[src/design/prls_pkg.sv]
// package for the priority ready list scheduler
// item layouts, status codes and controller/datapath command and status types
// no dependencies
package prls_pkg;

   localparam int ENTRY_W = 16;
   localparam int PRIO_W = 8;
   localparam int STATUS_W = 2;
   localparam int SLOT_FIELD_W = 3;

   typedef logic [ENTRY_W-1:0] entry_type;
   typedef logic [PRIO_W-1:0] prio_type;
   typedef logic [SLOT_FIELD_W-1:0] slot_field_type;

   localparam logic REQ_ACTIVATE = 1'b0;
   localparam logic REQ_TERMINATE = 1'b1;

   typedef enum logic [STATUS_W-1:0] {
      STATUS_OK = 2'd0,
      STATUS_NO_FREE = 2'd1,
      STATUS_NO_TASK = 2'd2
   } status_type;

   typedef struct packed {
      logic req_type;
      entry_type task_entry;
      prio_type task_priority;
   } req_item_type;

   typedef struct packed {
      status_type status;
      slot_field_type slot_used;
      logic run_changed;
      logic ready_empty;
      slot_field_type run_slot;
      entry_type run_entry;
      prio_type run_priority;
   } rsp_item_type;

   typedef enum logic [1:0] {
      RD_FREE_HEAD,
      RD_READY_HEAD,
      RD_LINK_OUT
   } rd_sel_type;

   typedef struct packed {
      logic load_req;
      rd_sel_type rd_sel;
      logic alloc;
      logic walk_step;
      logic link_new;
      logic link_prev;
      logic retire;
      logic load_rsp;
      status_type status;
   } ctrl_cmd_type;

   typedef struct packed {
      logic in_terminate;
      logic free_null;
      logic head_null;
      logic walk_stop;
      logic link_null;
      logic prev_null;
   } dp_status_type;

endpackage

[src/design/prls_req_if.sv]
// request channel of the priority ready list scheduler
// valid/ready handshake with the request fields, widths from prls_pkg
interface prls_req_if;
   logic valid;
   logic ready;
   logic req_type;
   logic [prls_pkg::ENTRY_W-1:0] task_entry;
   logic [prls_pkg::PRIO_W-1:0] task_priority;

   modport source (output valid, req_type, task_entry, task_priority, input ready);
   modport sink (input valid, req_type, task_entry, task_priority, output ready);
endinterface

[src/design/prls_rsp_if.sv]
// response channel of the priority ready list scheduler
// valid/ready handshake with the result fields, widths from prls_pkg
interface prls_rsp_if;
   logic valid;
   logic ready;
   logic [prls_pkg::STATUS_W-1:0] status;
   logic [prls_pkg::SLOT_FIELD_W-1:0] slot_used;
   logic run_changed;
   logic ready_empty;
   logic [prls_pkg::SLOT_FIELD_W-1:0] run_slot;
   logic [prls_pkg::ENTRY_W-1:0] run_entry;
   logic [prls_pkg::PRIO_W-1:0] run_priority;

   modport source (output valid, status, slot_used, run_changed, ready_empty, run_slot,
                   run_entry, run_priority, input ready);
   modport sink (input valid, status, slot_used, run_changed, ready_empty, run_slot,
                 run_entry, run_priority, output ready);
endinterface

[src/design/prls_datapath.sv]
// datapath of the priority ready list scheduler: list heads, walk pointers,
// link/priority/entry memories and the response register; uses prls_pkg
module prls_datapath #(
   parameter int MAX_TASKS = 8
) (
   input logic clock,
   input logic reset,
   input prls_pkg::req_item_type req_item,
   input prls_pkg::ctrl_cmd_type cmd,
   output prls_pkg::dp_status_type stat,
   output prls_pkg::rsp_item_type rsp_item
);

   localparam int SW = $clog2(MAX_TASKS + 1);
   localparam int IW = (MAX_TASKS > 1) ? $clog2(MAX_TASKS) : 1;
   localparam logic [SW-1:0] NULL_SLOT = SW'(MAX_TASKS);

   logic [SW-1:0] ready_head_ff;
   logic [SW-1:0] free_head_ff;
   logic [SW-1:0] old_head_ff;
   logic [SW-1:0] slot_ff;
   logic [SW-1:0] cur_ff;
   logic [SW-1:0] prev_ff;
   prls_pkg::req_item_type req_ff;
   logic [MAX_TASKS-1:0] link_valid_ff;
   logic [SW-1:0] rd_link_ff;
   prls_pkg::prio_type rd_prio_ff;
   prls_pkg::entry_type rd_entry_ff;
   prls_pkg::rsp_item_type rsp_ff;

   logic [SW-1:0] link_mem [MAX_TASKS];
   prls_pkg::prio_type prio_mem [MAX_TASKS];
   prls_pkg::entry_type entry_mem [MAX_TASKS];

   logic [SW-1:0] rd_addr;
   logic [IW-1:0] rd_idx;
   logic link_we;
   logic [SW-1:0] link_wa;
   logic [SW-1:0] link_wd;
   logic [IW-1:0] link_widx;
   logic [IW-1:0] alloc_idx;

   always_comb begin
      case (cmd.rd_sel)
         prls_pkg::RD_FREE_HEAD: rd_addr = free_head_ff;
         prls_pkg::RD_LINK_OUT: rd_addr = rd_link_ff;
         default: rd_addr = ready_head_ff;
      endcase
   end

   assign rd_idx = rd_addr[IW-1:0];
   assign alloc_idx = free_head_ff[IW-1:0];

   always_comb begin
      link_we = 1'b0;
      link_wa = slot_ff;
      link_wd = cur_ff;
      if (cmd.link_new) begin
         link_we = 1'b1;
      end else if (cmd.link_prev) begin
         link_we = 1'b1;
         link_wa = prev_ff;
         link_wd = slot_ff;
      end else if (cmd.retire) begin
         link_we = 1'b1;
         link_wa = ready_head_ff;
         link_wd = free_head_ff;
      end
   end

   assign link_widx = link_wa[IW-1:0];

   // memories
   always_ff @(posedge clock) begin
      if (link_we) begin
         link_mem[link_widx] <= link_wd;
      end
      if (cmd.alloc) begin
         prio_mem[alloc_idx] <= req_ff.task_priority;
         entry_mem[alloc_idx] <= req_ff.task_entry;
      end
      // unwritten links read as their reset chain
      rd_link_ff <= link_valid_ff[rd_idx] ? link_mem[rd_idx] : SW'(rd_addr + 1'b1);
      rd_prio_ff <= prio_mem[rd_idx];
      rd_entry_ff <= entry_mem[rd_idx];
   end

   // list heads and link valid bits
   always_ff @(posedge clock) begin
      if (reset) begin
         ready_head_ff <= NULL_SLOT;
         free_head_ff <= '0;
         link_valid_ff <= '0;
      end else begin
         if (link_we) begin
            link_valid_ff[link_widx] <= 1'b1;
         end
         if (cmd.alloc) begin
            free_head_ff <= rd_link_ff;
         end
         if (cmd.link_new && (prev_ff == NULL_SLOT)) begin
            ready_head_ff <= slot_ff;
         end
         if (cmd.retire) begin
            ready_head_ff <= rd_link_ff;
            free_head_ff <= ready_head_ff;
         end
      end
   end

   // walk pointers and request payload
   always_ff @(posedge clock) begin
      if (cmd.load_req) begin
         req_ff <= req_item;
         old_head_ff <= ready_head_ff;
      end
      if (cmd.alloc) begin
         slot_ff <= free_head_ff;
         cur_ff <= ready_head_ff;
         prev_ff <= NULL_SLOT;
      end
      if (cmd.walk_step) begin
         prev_ff <= cur_ff;
         cur_ff <= rd_link_ff;
      end
      if (cmd.retire) begin
         slot_ff <= ready_head_ff;
      end
      if (cmd.load_rsp) begin
         rsp_ff.status <= cmd.status;
         rsp_ff.slot_used <= (cmd.status == prls_pkg::STATUS_OK) ?
                             prls_pkg::slot_field_type'(slot_ff) : '0;
         rsp_ff.run_changed <= (ready_head_ff != old_head_ff);
         rsp_ff.ready_empty <= (ready_head_ff == NULL_SLOT);
         if (ready_head_ff == NULL_SLOT) begin
            rsp_ff.run_slot <= '0;
            rsp_ff.run_entry <= '0;
            rsp_ff.run_priority <= '0;
         end else begin
            rsp_ff.run_slot <= prls_pkg::slot_field_type'(ready_head_ff);
            rsp_ff.run_entry <= rd_entry_ff;
            rsp_ff.run_priority <= rd_prio_ff;
         end
      end
   end

   assign stat.in_terminate = (req_item.req_type == prls_pkg::REQ_TERMINATE);
   assign stat.free_null = (free_head_ff == NULL_SLOT);
   assign stat.head_null = (ready_head_ff == NULL_SLOT);
   assign stat.walk_stop = (rd_prio_ff < req_ff.task_priority);
   assign stat.link_null = (rd_link_ff == NULL_SLOT);
   assign stat.prev_null = (prev_ff == NULL_SLOT);

   assign rsp_item = rsp_ff;

endmodule

[src/design/prls_ctrl.sv]
// controller of the priority ready list scheduler: sequences accept, allocate,
// sorted walk, relink, terminate and response; uses prls_pkg
module prls_ctrl (
   input logic clock,
   input logic reset,
   input logic req_valid,
   output logic req_ready,
   output logic rsp_valid,
   input logic rsp_ready,
   input prls_pkg::dp_status_type stat,
   output prls_pkg::ctrl_cmd_type cmd
);

   typedef enum logic [2:0] {
      S_IDLE,
      S_ALLOC,
      S_WALK,
      S_LINK,
      S_PREV,
      S_TERM,
      S_HEAD_RD,
      S_RESP
   } state_type;

   state_type state_ff, state_in;
   prls_pkg::status_type status_ff, status_in;
   logic rsp_valid_ff, rsp_valid_in;

   always_comb begin
      state_in = state_ff;
      status_in = status_ff;
      rsp_valid_in = rsp_valid_ff && !rsp_ready;
      cmd = '0;
      cmd.rd_sel = prls_pkg::RD_READY_HEAD;
      cmd.status = status_ff;
      unique case (state_ff)
         S_IDLE: begin
            if (req_valid) begin
               cmd.load_req = 1'b1;
               status_in = prls_pkg::STATUS_OK;
               if (stat.in_terminate) begin
                  if (stat.head_null) begin
                     status_in = prls_pkg::STATUS_NO_TASK;
                     state_in = S_HEAD_RD;
                  end else begin
                     state_in = S_TERM;
                  end
               end else if (stat.free_null) begin
                  status_in = prls_pkg::STATUS_NO_FREE;
                  state_in = S_HEAD_RD;
               end else begin
                  cmd.rd_sel = prls_pkg::RD_FREE_HEAD;
                  state_in = S_ALLOC;
               end
            end
         end
         S_ALLOC: begin
            cmd.alloc = 1'b1;
            state_in = stat.head_null ? S_LINK : S_WALK;
         end
         S_WALK: begin
            if (stat.walk_stop) begin
               state_in = S_LINK;
            end else begin
               cmd.walk_step = 1'b1;
               cmd.rd_sel = prls_pkg::RD_LINK_OUT;
               if (stat.link_null) begin
                  state_in = S_LINK;
               end
            end
         end
         S_LINK: begin
            cmd.link_new = 1'b1;
            state_in = stat.prev_null ? S_HEAD_RD : S_PREV;
         end
         S_PREV: begin
            cmd.link_prev = 1'b1;
            state_in = S_HEAD_RD;
         end
         S_TERM: begin
            cmd.retire = 1'b1;
            state_in = S_HEAD_RD;
         end
         S_HEAD_RD: begin
            state_in = S_RESP;
         end
         S_RESP: begin
            if (!rsp_valid_ff || rsp_ready) begin
               cmd.load_rsp = 1'b1;
               rsp_valid_in = 1'b1;
               state_in = S_IDLE;
            end
         end
         default: begin
            state_in = S_IDLE;
         end
      endcase
   end

   always_ff @(posedge clock) begin
      if (reset) begin
         state_ff <= S_IDLE;
         status_ff <= prls_pkg::STATUS_OK;
         rsp_valid_ff <= 1'b0;
      end else begin
         state_ff <= state_in;
         status_ff <= status_in;
         rsp_valid_ff <= rsp_valid_in;
      end
   end

   assign req_ready = (state_ff == S_IDLE);
   assign rsp_valid = rsp_valid_ff;

endmodule

[src/design/priority_ready_list_scheduler.sv]
// Priority ready list scheduler: a pool of MAX_TASKS task slots kept as a LIFO
// free list and a ready list sorted by descending priority (equal priorities in
// arrival order); the head is the running task. One request is worked at a time
// and every request gives one response. An activate runs allocate, a sorted walk
// over the ready tasks it is compared with (at most MAX_TASKS - 1), the link and,
// if the new task is not placed at the head, a relink of its predecessor; a
// terminate runs retire; then each request reads the head and loads its response.
// The walk visits one list entry per cycle through the single link memory read port.
// A finished response sits in an output register while the next request is taken.
// Depends on prls_pkg, prls_req_if, prls_rsp_if, prls_ctrl and prls_datapath.
module priority_ready_list_scheduler #(
   parameter int MAX_TASKS = 8
) (
   input logic clock,
   input logic reset,
   prls_req_if.sink req_ch,
   prls_rsp_if.source rsp_ch
);

   prls_pkg::req_item_type req_item;
   prls_pkg::rsp_item_type rsp_item;
   prls_pkg::ctrl_cmd_type cmd;
   prls_pkg::dp_status_type stat;

   assign req_item.req_type = req_ch.req_type;
   assign req_item.task_entry = req_ch.task_entry;
   assign req_item.task_priority = req_ch.task_priority;

   prls_ctrl u_ctrl (
      .clock (clock),
      .reset (reset),
      .req_valid (req_ch.valid),
      .req_ready (req_ch.ready),
      .rsp_valid (rsp_ch.valid),
      .rsp_ready (rsp_ch.ready),
      .stat (stat),
      .cmd (cmd)
   );

   prls_datapath #(
      .MAX_TASKS (MAX_TASKS)
   ) u_datapath (
      .clock (clock),
      .reset (reset),
      .req_item (req_item),
      .cmd (cmd),
      .stat (stat),
      .rsp_item (rsp_item)
   );

   assign rsp_ch.status = rsp_item.status;
   assign rsp_ch.slot_used = rsp_item.slot_used;
   assign rsp_ch.run_changed = rsp_item.run_changed;
   assign rsp_ch.ready_empty = rsp_item.ready_empty;
   assign rsp_ch.run_slot = rsp_item.run_slot;
   assign rsp_ch.run_entry = rsp_item.run_entry;
   assign rsp_ch.run_priority = rsp_item.run_priority;

endmodule

[src/flat_wrapper.sv]
// flat-port wrapper written by rule: the top's interface ports become plain ports
module priority_ready_list_scheduler_flat 
#(
   parameter int MAX_TASKS = 8
)
  (clock, reset, req_ch_valid, req_ch_req_type, req_ch_task_entry, req_ch_task_priority, req_ch_ready, rsp_ch_valid, rsp_ch_status, rsp_ch_slot_used, rsp_ch_run_changed, rsp_ch_ready_empty, rsp_ch_run_slot, rsp_ch_run_entry, rsp_ch_run_priority, rsp_ch_ready);
  prls_req_if req_ch_i ();
  prls_rsp_if rsp_ch_i ();
  input logic clock;
  input logic reset;
  input wire logic [$bits(req_ch_i.valid)-1:0] req_ch_valid;
  input wire logic [$bits(req_ch_i.req_type)-1:0] req_ch_req_type;
  input wire logic [$bits(req_ch_i.task_entry)-1:0] req_ch_task_entry;
  input wire logic [$bits(req_ch_i.task_priority)-1:0] req_ch_task_priority;
  output wire logic [$bits(req_ch_i.ready)-1:0] req_ch_ready;
  output wire logic [$bits(rsp_ch_i.valid)-1:0] rsp_ch_valid;
  output wire logic [$bits(rsp_ch_i.status)-1:0] rsp_ch_status;
  output wire logic [$bits(rsp_ch_i.slot_used)-1:0] rsp_ch_slot_used;
  output wire logic [$bits(rsp_ch_i.run_changed)-1:0] rsp_ch_run_changed;
  output wire logic [$bits(rsp_ch_i.ready_empty)-1:0] rsp_ch_ready_empty;
  output wire logic [$bits(rsp_ch_i.run_slot)-1:0] rsp_ch_run_slot;
  output wire logic [$bits(rsp_ch_i.run_entry)-1:0] rsp_ch_run_entry;
  output wire logic [$bits(rsp_ch_i.run_priority)-1:0] rsp_ch_run_priority;
  input wire logic [$bits(rsp_ch_i.ready)-1:0] rsp_ch_ready;
  assign req_ch_i.valid = req_ch_valid;
  assign req_ch_i.req_type = req_ch_req_type;
  assign req_ch_i.task_entry = req_ch_task_entry;
  assign req_ch_i.task_priority = req_ch_task_priority;
  assign req_ch_ready = req_ch_i.ready;
  assign rsp_ch_valid = rsp_ch_i.valid;
  assign rsp_ch_status = rsp_ch_i.status;
  assign rsp_ch_slot_used = rsp_ch_i.slot_used;
  assign rsp_ch_run_changed = rsp_ch_i.run_changed;
  assign rsp_ch_ready_empty = rsp_ch_i.ready_empty;
  assign rsp_ch_run_slot = rsp_ch_i.run_slot;
  assign rsp_ch_run_entry = rsp_ch_i.run_entry;
  assign rsp_ch_run_priority = rsp_ch_i.run_priority;
  assign rsp_ch_i.ready = rsp_ch_ready;
  priority_ready_list_scheduler #(.MAX_TASKS(MAX_TASKS)) u_core (.clock(clock), .reset(reset), .req_ch(req_ch_i), .rsp_ch(rsp_ch_i));
endmodule
[config.mk]
export PLATFORM = sky130hd
export DESIGN_NAME = priority_ready_list_scheduler_flat
export DESIGN_NICKNAME = d
export VERILOG_FILES = /design/src/design/prls_pkg.sv /design/src/design/prls_req_if.sv /design/src/design/prls_rsp_if.sv /design/src/design/prls_datapath.sv /design/src/design/prls_ctrl.sv /design/src/design/priority_ready_list_scheduler.sv /design/src/flat_wrapper.sv
export SDC_FILE = /design/constraint.sdc
export NUM_CORES = 1
export LEC_CHECK = 0
export ABC_AREA = 1
export CAP_MARGIN = 20
export CORE_UTILIZATION = 60
export CTS_CLUSTER_SIZE = 24
export DETAILED_ROUTE_END_ITERATION = 10
export DONT_BUFFER_PORTS = 1
export MAX_ROUTING_LAYER = met4
export PLACE_DENSITY = 0.76
export REMOVE_ABC_BUFFERS = 1
export SYNTH_ARGS = -nofsm -noshare
export SYNTH_HDL_FRONTEND = slang
export SYNTH_SLANG_ARGS = --single-unit
export TNS_END_PERCENT = 10
[constraint.sdc]
create_clock -name clock -period 7.8 [get_ports clock]
set_input_delay 0.78 -clock clock [delete_from_list [all_inputs] [get_ports clock]]
set_output_delay 0.78 -clock clock [all_outputs]
set_load 0.01 [all_outputs]
==> impl_metrics.env, run 1 <==
export IMPL_status="finished, final reports clean"
export IMPL_syn_inst=1253
export IMPL_wl_met1_um=12100
export IMPL_fp_dieArea_sq_um=23900
export IMPL_antenna_left=0
export IMPL_overflow=0
export IMPL_synth_seq_cells=348
export IMPL_initial_utilization_pct=61.5
export IMPL_synthDistinctLibCells=37
export IMPL_die_h_um=155
export IMPL_grt_max_degree=92
export IMPL_antenna_found_initial=2
export IMPL_first_pass_iters=5
export IMPL_synthFlopType="edfxtp_1"
export IMPL_clk_latency_ns=0.52
export IMPL_cpMaxStageDelayCell="buf_4"
export IMPL_nFillCells=1607
export IMPL_crit_arrival_ns=4.77
export IMPL_cts_resized=0
export IMPL_post_cts_setup_buffers=0
export IMPL_design_portCount=65
export IMPL_power_density_nw_per_um2=403
export IMPL_cts_sinks=348
export IMPL_min_delay_start="reset"
export IMPL_setup_violations=0
export IMPL_grt_pass1_wl_um=45300
export IMPL_numCtsBuffers=35
export IMPL_post_route_period_util_pct=55.4
export IMPL_cp_top_family="simple AND/OR/NAND/NOR gates"
export IMPL_ff2ff_setup_slack_ns=3.48
export IMPL_row_count=55
export IMPL_grt_pass1_vias=8627
export IMPL_synth_edf_count=298
export IMPL_tns_ns=0
export IMPL_nNetsFinal=1289
export IMPL_hold_class="input port to register"
export IMPL_ir_drop_mv=0.245
export IMPL_drt_initial_drc_count=805
export IMPL_io_buffers=0
export IMPL_skew_ns=0.0191
export IMPL_min_path_cells=1
export IMPL_path_cells="inv_1 -> ha_1 -> a21oi_1 -> nand2_1 -> nand2_1 -> nand3_1 -> nand2_4 -> nand2_1 -> nand2_4 -> buf_4 -> nand2_1 -> nand3_1 -> nand3_1 -> nand2_2 -> nand2_1 -> nand2_1"
export IMPL_die_w_um=155
export IMPL_endpoint_kind="register"
export IMPL_max_freq_mhz=231
export IMPL_reg2reg_depth=16
export IMPL_yosysTopAreaCellShare_pct=63.9
export IMPL_synth_top_cell_by_area="edfxtp_1"
export IMPL_wl_met2_um=14000
export IMPL_worst_slew_pin_slew_ns=1.10
export IMPL_hold_viol=0
export IMPL_wl_met3_um=2450
export IMPL_placed_area_sq_um=14300
export IMPL_top_layer="met4"
export IMPL_drc=0
export IMPL_synthTopCellsByArea="edfxtp_1 (64%), dfxtp_1 (7.2%), nand2_1 (7.0%)"
export IMPL_slew_viol_final=0
export IMPL_setup_ws_ns=3.48
export IMPL_r2r_start="u_core.u_datapath.req_ff[3]$_DFFE_PP_"
export IMPL_post_dp_hpwl_um=16100
export IMPL_yosys_warnings=0
export IMPL_grt_use_total_pct=25.8
export IMPL_min_to="u_core.u_datapath.link_valid_ff[1]$_SDFFE_PP0N_"
export IMPL_fin_util_pct=67.7
export IMPL_path_common_cell="nand2_1"
export IMPL_r2r_end="u_core.u_datapath.rd_link_ff[0]$_DFF_P_"
export IMPL_h_tree_depth=2
export IMPL_wl_per_cell_um=18.2
export IMPL_hold_buffers=0
export IMPL_syn_area_sq_um=14000
export IMPL_avgSynthCellArea_sq_um=11.2
export IMPL_routed_wl_um=29100
export IMPL_cp_start_kind="register"
export IMPL_stdcell_area_sq_um=15400
export IMPL_clk_pin_slew_ns=0.06
export IMPL_cp_required_ns=8.25
export IMPL_ys_seq_area_share_pct=71.1
export IMPL_synth_async_reset_ratio_pct=0
export IMPL_vias=8824
export IMPL_critPathBufInv=2
export IMPL_syn2layout_area_growth_pct=10.2
export IMPL_root_buffer="clkbuf_16"
export IMPL_p_leak_nw=6.08
export IMPL_maxCapViolCount=0
export IMPL_layout_drive_gt1_share_pct=7.74
export IMPL_slowest_delay_ns=0.82
export IMPL_total_power_mw=6.21
export IMPL_critical_path_class="register to register"
export IMPL_tritoncts="built"
export IMPL_pre_cts_ws_ns=3.56
export IMPL_rsz0062_at_grt="no"
export IMPL_cp_max_fo=91
export IMPL_routabilityCongestion=1.02
export IMPL_via_per_inst=5.54
export IMPL_cts_buffer_depth=3
export IMPL_slew_headroom_pct=26.7
export IMPL_period_minus_slack_ns=4.32
export IMPL_design_core_area_sq_um=22800
report_power, final:
part | switching [mW] | internal (mW)
Combinational | 1.44 | 0.614
Sequential | 0.159 | 2.38
Clock | 0.668 | 0.957
Total | 2.26 | 3.95
stage by stage:
| stage | hold slack (ns) | cells |
|---|---|---|
| 2_1_floorplan | 0.417 | 1198 |
| 3_3_place_gp | 0.448 | 1526 |
| 3_5_place_dp | 0.443 | 1527 |
| 4_1_cts | 0.325 | 1591 |
| 5_1_grt | 0.322 | 1594 |
| 6_report | 0.338 | 1594 |
cell usage after synthesis (5+ instances only):
master,instances
o21ai_0,24
inv_1,157
a21oi_1,14
o22ai_1,52
nor2_1,188
xnor2_1,5
inv_2,6
nand3_1,53
buf_4,6
dfxtp_1,50
o21ai_1,41
buf_1,5
edfxtp_1,298
buf_2,24
ha_1,8
clkbuf_1,15
nand2_1,261
buf_6,5
cell type report:
class / instances / area, sq um / area share (%)
clock inverter: 14 / 130 / 0.844
clock buffer: 50 / 993 / 6.44
sequential: 348 / 9950 / 64.5
timing repair buffer: 17 / 145 / 0.941
tap: 313 / 392 / 2.54
multi-input combinational: 687 / 3190 / 20.7
antenna: 2 / 5.00 / 0.0325
inverter: 163 / 612 / 3.97
worst max path at each step:
stage,startpoint,to,slack [ns],depth (start not counted)
after floorplan,u_core.u_datapath.req_ff[7]$_DFFE_PP_,u_core.u_datapath.rd_link_ff[2]$_DFF_P_,3.90,13
after global placement,u_core.u_datapath.req_ff[2]$_DFFE_PP_,u_core.u_datapath.rd_link_ff[2]$_DFF_P_,3.73,16
after detailed placement,u_core.u_datapath.req_ff[3]$_DFFE_PP_,u_core.u_datapath.rd_link_ff[0]$_DFF_P_,3.56,15
after CTS,u_core.u_datapath.req_ff[3]$_DFFE_PP_,u_core.u_datapath.rd_link_ff[0]$_DFF_P_,3.52,16
after global routing,u_core.u_datapath.req_ff[3]$_DFFE_PP_,u_core.u_datapath.rd_link_ff[1]$_DFF_P_,3.06,16
final,u_core.u_datapath.req_ff[3]$_DFFE_PP_,u_core.u_datapath.rd_link_ff[0]$_DFF_P_,3.48,16
cell usage in the layout (no fill, tap or decap), types with 5 or more instances in the layout:
cell type    n
a21oi_1     14
buf_4       15
clkbuf_1    10
clkbuf_16   36
clkinv_1     6
dfxtp_1     50
edfxtp_1   298
ha_1         8
inv_1      157
inv_2        6
nand2_1    261
nand3_1     53
nor2_1     179
nor2_2      12
o21ai_0     24
o21ai_1     40
o22ai_1     52
xnor2_1      5
state kept, by name (all words and copies together) (netlist names), 8 cells and up:
signal / count
u_core.u_datapath.prio_mem: 64
u_core.u_datapath.rd_entry_ff: 16
u_core.u_datapath.rsp_item: 34
u_core.u_datapath.req_ff: 24
u_core.u_datapath.link_mem: 32
u_core.u_datapath.entry_mem: 128
u_core.u_datapath.rd_prio_ff: 8
u_core.u_datapath.link_valid_ff: 8
layer usage:
metal,track usage (%),up-vias
met5,-,-
met4,8.35,0
met3,5.10,57
met2,41.0,405
met1,33.5,4166
li1,-,4196
cell families after synthesis:
logic type,count (synthesis),share of synthesized area [%]
AOI/OAI and AO/OA,149,6.28
xor gates and xnor gates,5,0.313
adders and majority gates,8,0.715
buffers and inverters,218,6.49
DFF,348,71.1
and+or+nand+nor,525,15.1
No activity file was read; power rests on OpenSTA's default activity.
==> run 2, diff against run 1 <==
clock period = 4.2 ns   (was 7.8 ns; I/O delays follow)
==> run 2 against run 1 <==
Combinational power up 92%. Power up 91%. Design area up 2.5%. Non-clock buffer count up 30. Global-route usage up 0.42 points. Sequential share of layout area down 1.6 points. Clock skew about the same. Critical path type unchanged. Largest cell class unchanged. Largest power group unchanged. Highest routed layer unchanged.
==> impl_metrics.env, run 2 (synthesis gave the netlist of run 1 again) <==
export IMPL_worst_slew_pin_slew_ns=1.11
export IMPL_dp_cells=1531
export IMPL_syn2layout_area_growth_pct=12.9
export IMPL_final_cells=1624
export IMPL_multiInputGateArea_sq_um=3190
export IMPL_first_pass_iters=5
export IMPL_vias=8996
export IMPL_wl_per_cell_um=18.3
export IMPL_tns_ns=0
export IMPL_post_dp_hpwl_um=16500
export IMPL_grt_max_degree=166
export IMPL_routed_wl_um=29800
export IMPL_period_minus_slack_ns=3.42
export IMPL_max_freq_mhz=292
export IMPL_routabilityCongestion=0.952
export IMPL_grt_pass1_wl_um=45900
export IMPL_cts_resized=0
export IMPL_seq_area_sq_um=9950
export IMPL_n_antenna_cell=0
export IMPL_skew_ns=0.0193
export IMPL_overflow=0
export IMPL_grt_pass1_vias=8667
export IMPL_antenna_found_initial=0
export IMPL_design_core_area_sq_um=22800
export IMPL_critPathBufInv=3
export IMPL_grt_use_total_pct=26.2
export IMPL_die_w_um=155
export IMPL_critical_path_class="register to register"
export IMPL_cp_top_family="simple AND/OR/NAND/NOR gates"
export IMPL_slew_viol_final=0
export IMPL_die_h_um=155
export IMPL_setup_violations=0
export IMPL_via_per_inst=5.54
export IMPL_cpMaxStageDelayCell="edfxtp_1"
export IMPL_crit_arrival_ns=3.87
export IMPL_drc=0
export IMPL_top_register="u_core.u_datapath.entry_mem"
export IMPL_path_common_cell="nand2_1"
export IMPL_io_buffers=0
export IMPL_p_leak_nw=6.26
export IMPL_design_portCount=65
export IMPL_final_common_cell="edfxtp_1"
export IMPL_rsz0062_at_grt="no"
export IMPL_largest_reg_flops=128
export IMPL_fp_dieArea_sq_um=23900
export IMPL_h_tree_depth=2
export IMPL_endpoint_kind="register"
export IMPL_cp_start_kind="register"
export IMPL_hold_class="input port to register"
export IMPL_clk_pin_slew_ns=0.06
export IMPL_cp_required_ns=4.65
export IMPL_final_cell_mix="edfxtp_1 (298), nand2_1 (261), nor2_1 (179)"
export IMPL_hold_viol=0
export IMPL_numCtsBuffers=37
export IMPL_drt_initial_drc_count=954
export IMPL_cp_max_fo=165
export IMPL_post_route_period_util_pct=81.4
export IMPL_maxCapViolCount=0
export IMPL_path_cells="inv_1 -> ha_1 -> a21oi_1 -> nand2_1 -> nand2_1 -> nand2_1 -> nand2_2 -> inv_2 -> nand2_1 -> nand2_2 -> nand2_4 -> buf_12 -> nand2_1 -> nand3_1 -> nand3_1 -> nand2_2 -> nand2_1 -> nand2_1"
export IMPL_root_buffer="clkbuf_16"
export IMPL_slowest_delay_ns=0.50
export IMPL_antenna_left=0
export IMPL_nFillCells=1532
export IMPL_cts_sinks=348
export IMPL_layout_drive_gt1_share_pct=8.39
export IMPL_ir_drop_mv=0.487
export IMPL_slew_headroom_pct=25.9
export IMPL_tritoncts="built"
export IMPL_power_density_nw_per_um2=749
export IMPL_clk_latency_ns=0.52
export IMPL_status="finished, final reports clean"
export IMPL_row_count=55
export IMPL_cts_buffer_depth=3
export IMPL_nNetsFinal=1321
export IMPL_initial_utilization_pct=61.5
## run 2: cell types whose count changed in the layout (fill, tap and decap cells not counted), moves of 2 or more
| cell | delta |
|---|---|
| dlygate4sd3_1 | +25 |
| buf_12 | +4 |
| buf_4 | +2 |
| clkinv_2 | +4 |
| diode_2 | -2 |
| clkbuf_16 | +2 |
| clkbuf_1 | -3 |
## run 2: power by group
part           internal [mW]  leakage, nW  switching [mW]
clock network           1.90        0.587            1.28
logic                   1.21         2.56            2.71
registers               4.42         3.12           0.311
total                   7.53         6.26            4.31
## run 2: cell type report
class                   instances  area share, %
repair buffers                 47           2.94
clock buffers                  48           6.44
multi-input cells             687           20.2
inverters                     163           3.87
flip-flops and latches        348           63.0
clock inverters                18           1.12
well taps                     313           2.48
## run 2: routing by layer
| metal | vias up | GRT usage (%) | part of all wire, % |
|---|---|---|---|
| met5 | - | - | 0 |
| met4 | 0 | 10.0 | 3.0 |
| met2 | 454 | 40.6 | 48 |
| met1 | 4212 | 34.6 | 41 |
| li1 | 4255 | - | - |
| met3 | 75 | 4.96 | 8.6 |
## run 2: final timing paths
path / end / slack, ns / cells past startpoint / from
worst max-delay path: u_core.u_datapath.rd_link_ff[2]$_DFF_P_ / 0.78 / 18 / u_core.u_datapath.req_ff[3]$_DFFE_PP_
worst min-delay path: u_core.u_ctrl.status_ff[1]$_SDFFE_PP0P_ / 0.11 / 2 / req_ch_req_type
worst max register to register: u_core.u_datapath.rd_link_ff[2]$_DFF_P_ / 0.78 / 18 / u_core.u_datapath.req_ff[3]$_DFFE_PP_
worst min register to register: u_core.u_datapath.link_valid_ff[0]$_SDFFE_PP0N_ / 0.47 / 2 / u_core.u_datapath.link_valid_ff[0]$_SDFFE_PP0N_
## run 2: metrics by stage
step / utilization [%] / power (mW) / cell area, sq um / worst slack, ns / hold WS, ns
6_report: 69.4 / 11.8 / 15800 / 0.780 / 0.112
5_1_grt: 69.4 / 12.5 / 15800 / 0.382 / 0.108
4_1_cts: 69.3 / 11.8 / 15800 / 0.771 / 0.0977
3_5_place_dp: 62.9 / 8.58 / 14300 / 0.844 / 0.453
3_3_place_gp: 62.9 / 8.44 / 14300 / 1.04 / 0.453
2_1_floorplan: - / 7.35 / 13700 / 0.297 / 0.417
## run 2: worst register-to-register path, stage by stage, from the launching register on
cell and delay [ns]:
edfxtp_1 0.50, inv_1 0.08, ha_1 0.31, a21oi_1 0.15, nand2_1 0.12, nand2_1 0.10, nand2_1 0.06, nand2_2 0.15
inv_2 0.10, nand2_1 0.10, nand2_2 0.26, nand2_4 0.19, buf_12 0.50, nand2_1 0.13, nand3_1 0.11, nand3_1 0.20
nand2_2 0.16, nand2_1 0.07, nand2_1 0.07
## run 2: repair_timing
action | in CTS | in global routing
setup endpoints to repair | 0 | 0
setup buffers | 0 | 0
hold buffers | 25 | 0
hold endpoints to repair | 40 | 0
==> run 3, diff against run 2 <==
clock period = 3.32 ns   (was 4.2 ns; I/O delays follow)
==> run 3 against run 2 <==
Sequential share of layout area is 0.22 points lower. Largest power group unchanged. Fmax is 13% higher. Setup slack worse by 0.49 ns. Critical endpoint is now u_core.u_datapath.rd_link_ff[3]$_DFF_P_. Critical path type unchanged.
==> impl_metrics.env, run 3 (synthesis gave the netlist of run 1 again) <==
export IMPL_cp_max_fo=29
export IMPL_pre_cts_ws_ns=0.352
export IMPL_top_register="u_core.u_datapath.entry_mem"
export IMPL_routabilityCongestion=0.944
export IMPL_ir_drop_mv=0.629
export IMPL_worst_slew_pin_slew_ns=0.867
export IMPL_overflow=0
export IMPL_tns_ns=0
export IMPL_initial_utilization_pct=61.5
export IMPL_antenna_found_initial=1
export IMPL_multiInputGateArea_sq_um=3200
export IMPL_reg2reg_depth=20
export IMPL_nNetsFinal=1330
export IMPL_min_path_cells=2
export IMPL_slew_viol_final=0
export IMPL_cp_top_family="simple AND/OR/NAND/NOR gates"
export IMPL_grt_pass1_vias=9053
export IMPL_routed_wl_um=30700
export IMPL_r2r_start="u_core.u_datapath.req_ff[1]$_DFFE_PP_"
export IMPL_period_minus_slack_ns=3.03
export IMPL_min_delay_start="reset"
export IMPL_p_leak_nw=6.30
export IMPL_drt_initial_drc_count=1024
export IMPL_maxCapViolCount=0
export IMPL_clk_latency_ns=0.52
export IMPL_fp_dieArea_sq_um=23900
export IMPL_hold_class="input port to register"
export IMPL_critical_path_class="register to register"
export IMPL_root_buffer="clkbuf_16"
export IMPL_r2r_end="u_core.u_datapath.rd_link_ff[3]$_DFF_P_"
export IMPL_row_count=55
export IMPL_cp_start_kind="register"
export IMPL_min_to="u_core.u_datapath.ready_head_ff[3]$_SDFFE_PP1P_"
export IMPL_slew_headroom_pct=42.2
export IMPL_first_pass_iters=5
export IMPL_via_per_inst=5.60
export IMPL_final_cells=1635
export IMPL_path_common_cell="nand2_1"
export IMPL_total_power_mw=15.1
export IMPL_design_portCount=65
export IMPL_nFillCells=1539
export IMPL_clk_pin_slew_ns=0.06
export IMPL_design_core_area_sq_um=22800
export IMPL_crit_arrival_ns=3.43
export IMPL_cp_required_ns=3.72
export IMPL_layout_drive_gt1_share_pct=9.02
export IMPL_endpoint_kind="register"
export IMPL_status="finished, final reports clean"
export IMPL_grt_max_degree=61
export IMPL_grt_pass1_wl_um=47300
export IMPL_critPathBufInv=4
export IMPL_hold_viol=0
export IMPL_power_density_nw_per_um2=955
export IMPL_post_cts_setup_buffers=0
export IMPL_seq_area_sq_um=9950
export IMPL_path_cells="inv_1 -> ha_1 -> nand2_1 -> nand2_1 -> nand2_1 -> nand2_1 -> nand2_1 -> nand2_1 -> nand2_2 -> inv_2 -> nand2_1 -> nand2_2 -> nand2_4 -> inv_2 -> buf_4 -> nand3_1 -> nand2_1 -> nand2_1 -> nand3_1 -> nand2_1"
export IMPL_vias=9163
export IMPL_final_cell_mix="edfxtp_1 (298), nand2_1 (261), nor2_1 (179)"
export IMPL_cts_sinks=348
export IMPL_post_route_period_util_pct=91.4
export IMPL_rsz0062_at_grt="no"
export IMPL_numCtsBuffers=36
export IMPL_cts_buffer_depth=3
export IMPL_dp_cells=1540
export IMPL_antenna_left=0
export IMPL_largest_reg_flops=128
export IMPL_final_common_cell="edfxtp_1"
export IMPL_slowest_delay_ns=0.49
export IMPL_setup_ws_ns=0.285
export IMPL_grt_use_total_pct=26.9
export IMPL_die_h_um=155
export IMPL_max_freq_mhz=330
export IMPL_h_tree_depth=2
export IMPL_die_w_um=155
export IMPL_drc=0
export IMPL_io_buffers=0
export IMPL_skew_ns=0.0223
export IMPL_cpMaxStageDelayCell="edfxtp_1"
export IMPL_setup_violations=0
export IMPL_wl_per_cell_um=18.8
export IMPL_tritoncts="built"
export IMPL_ff2ff_setup_slack_ns=0.29
export IMPL_syn2layout_area_growth_pct=13.3
export IMPL_post_dp_hpwl_um=17100
-- run 3: worst reg2reg max path: cells and delay by family, from the launching register on --
| family | cells | cell delay [ns] |
|---|---|---|
| buffers and inverters | 4 | 0.77 |
| AND/OR/NAND/NOR | 15 | 1.37 |
| adder cells (fa/ha/maj) | 1 | 0.28 |
| flip-flops | 1 | 0.49 |
-- run 3: power breakdown --
part	switching, mW	internal (mW)	leakage [nW]
clock network	1.64	2.37	0.574
logic	3.55	1.62	2.60
registers	0.375	5.59	3.12
-- run 3: timing repair --
item / 4_1_cts / 5_1_grt
hold buffers: 26 / 0
hold endpoints to repair: 41 / 0
endpoints found under the setup margin: 0 / 5
resized for setup: 0 / 0
-- run 3: worst max path at each step --
stage	cells after the start	endpoint	from	slack (ns)
final	20	u_core.u_datapath.rd_link_ff[3]$_DFF_P_	u_core.u_datapath.req_ff[1]$_DFFE_PP_	0.29
after global routing	18	u_core.u_datapath.rd_link_ff[3]$_DFF_P_	u_core.u_datapath.req_ff[7]$_DFFE_PP_	0.01
after global placement	17	u_core.u_datapath.rd_entry_ff[5]$_DFF_P_	u_core.u_datapath.req_ff[3]$_DFFE_PP_	0.47
after CTS	17	u_core.u_datapath.rd_prio_ff[6]$_DFF_P_	u_core.u_datapath.req_ff[3]$_DFFE_PP_	0.29
after floorplan	13	u_core.u_datapath.rd_link_ff[2]$_DFF_P_	u_core.u_datapath.req_ff[7]$_DFFE_PP_	-0.58
after detailed placement	17	u_core.u_datapath.rd_entry_ff[3]$_DFF_P_	u_core.u_datapath.req_ff[3]$_DFFE_PP_	0.35
-- run 3: stage by stage --
stage	utilization, %	hold WS [ns]	cell area (sq um)
floorplan	-	0.401	13700
global placement	63.2	0.408	14400
detailed placement	63.2	0.409	14400
CTS	69.5	0.0475	15800
global route	69.6	0.0717	15900
finish	69.6	0.0672	15900
-- run 3: final cells by class --
type / count / share of cell area, %
well taps: 313 / 2.47
flip-flops and latches: 348 / 62.7
clock buffers: 45 / 6.02
repair buffers: 56 / 3.30
diodes: 2 / 0.0316
clock inverters: 20 / 1.42
inverters: 163 / 3.86
multi-input cells: 688 / 20.2
-- run 3: per-layer routing --
layer / track usage, % / vias to the layer above / part of all wire, %
met5: - / - / 0
met4: 10.7 / 0 / 2.4
met3: 4.65 / 67 / 9.1
met2: 41.1 / 467 / 47
met1: 36.4 / 4347 / 41
li1: - / 4282 / -
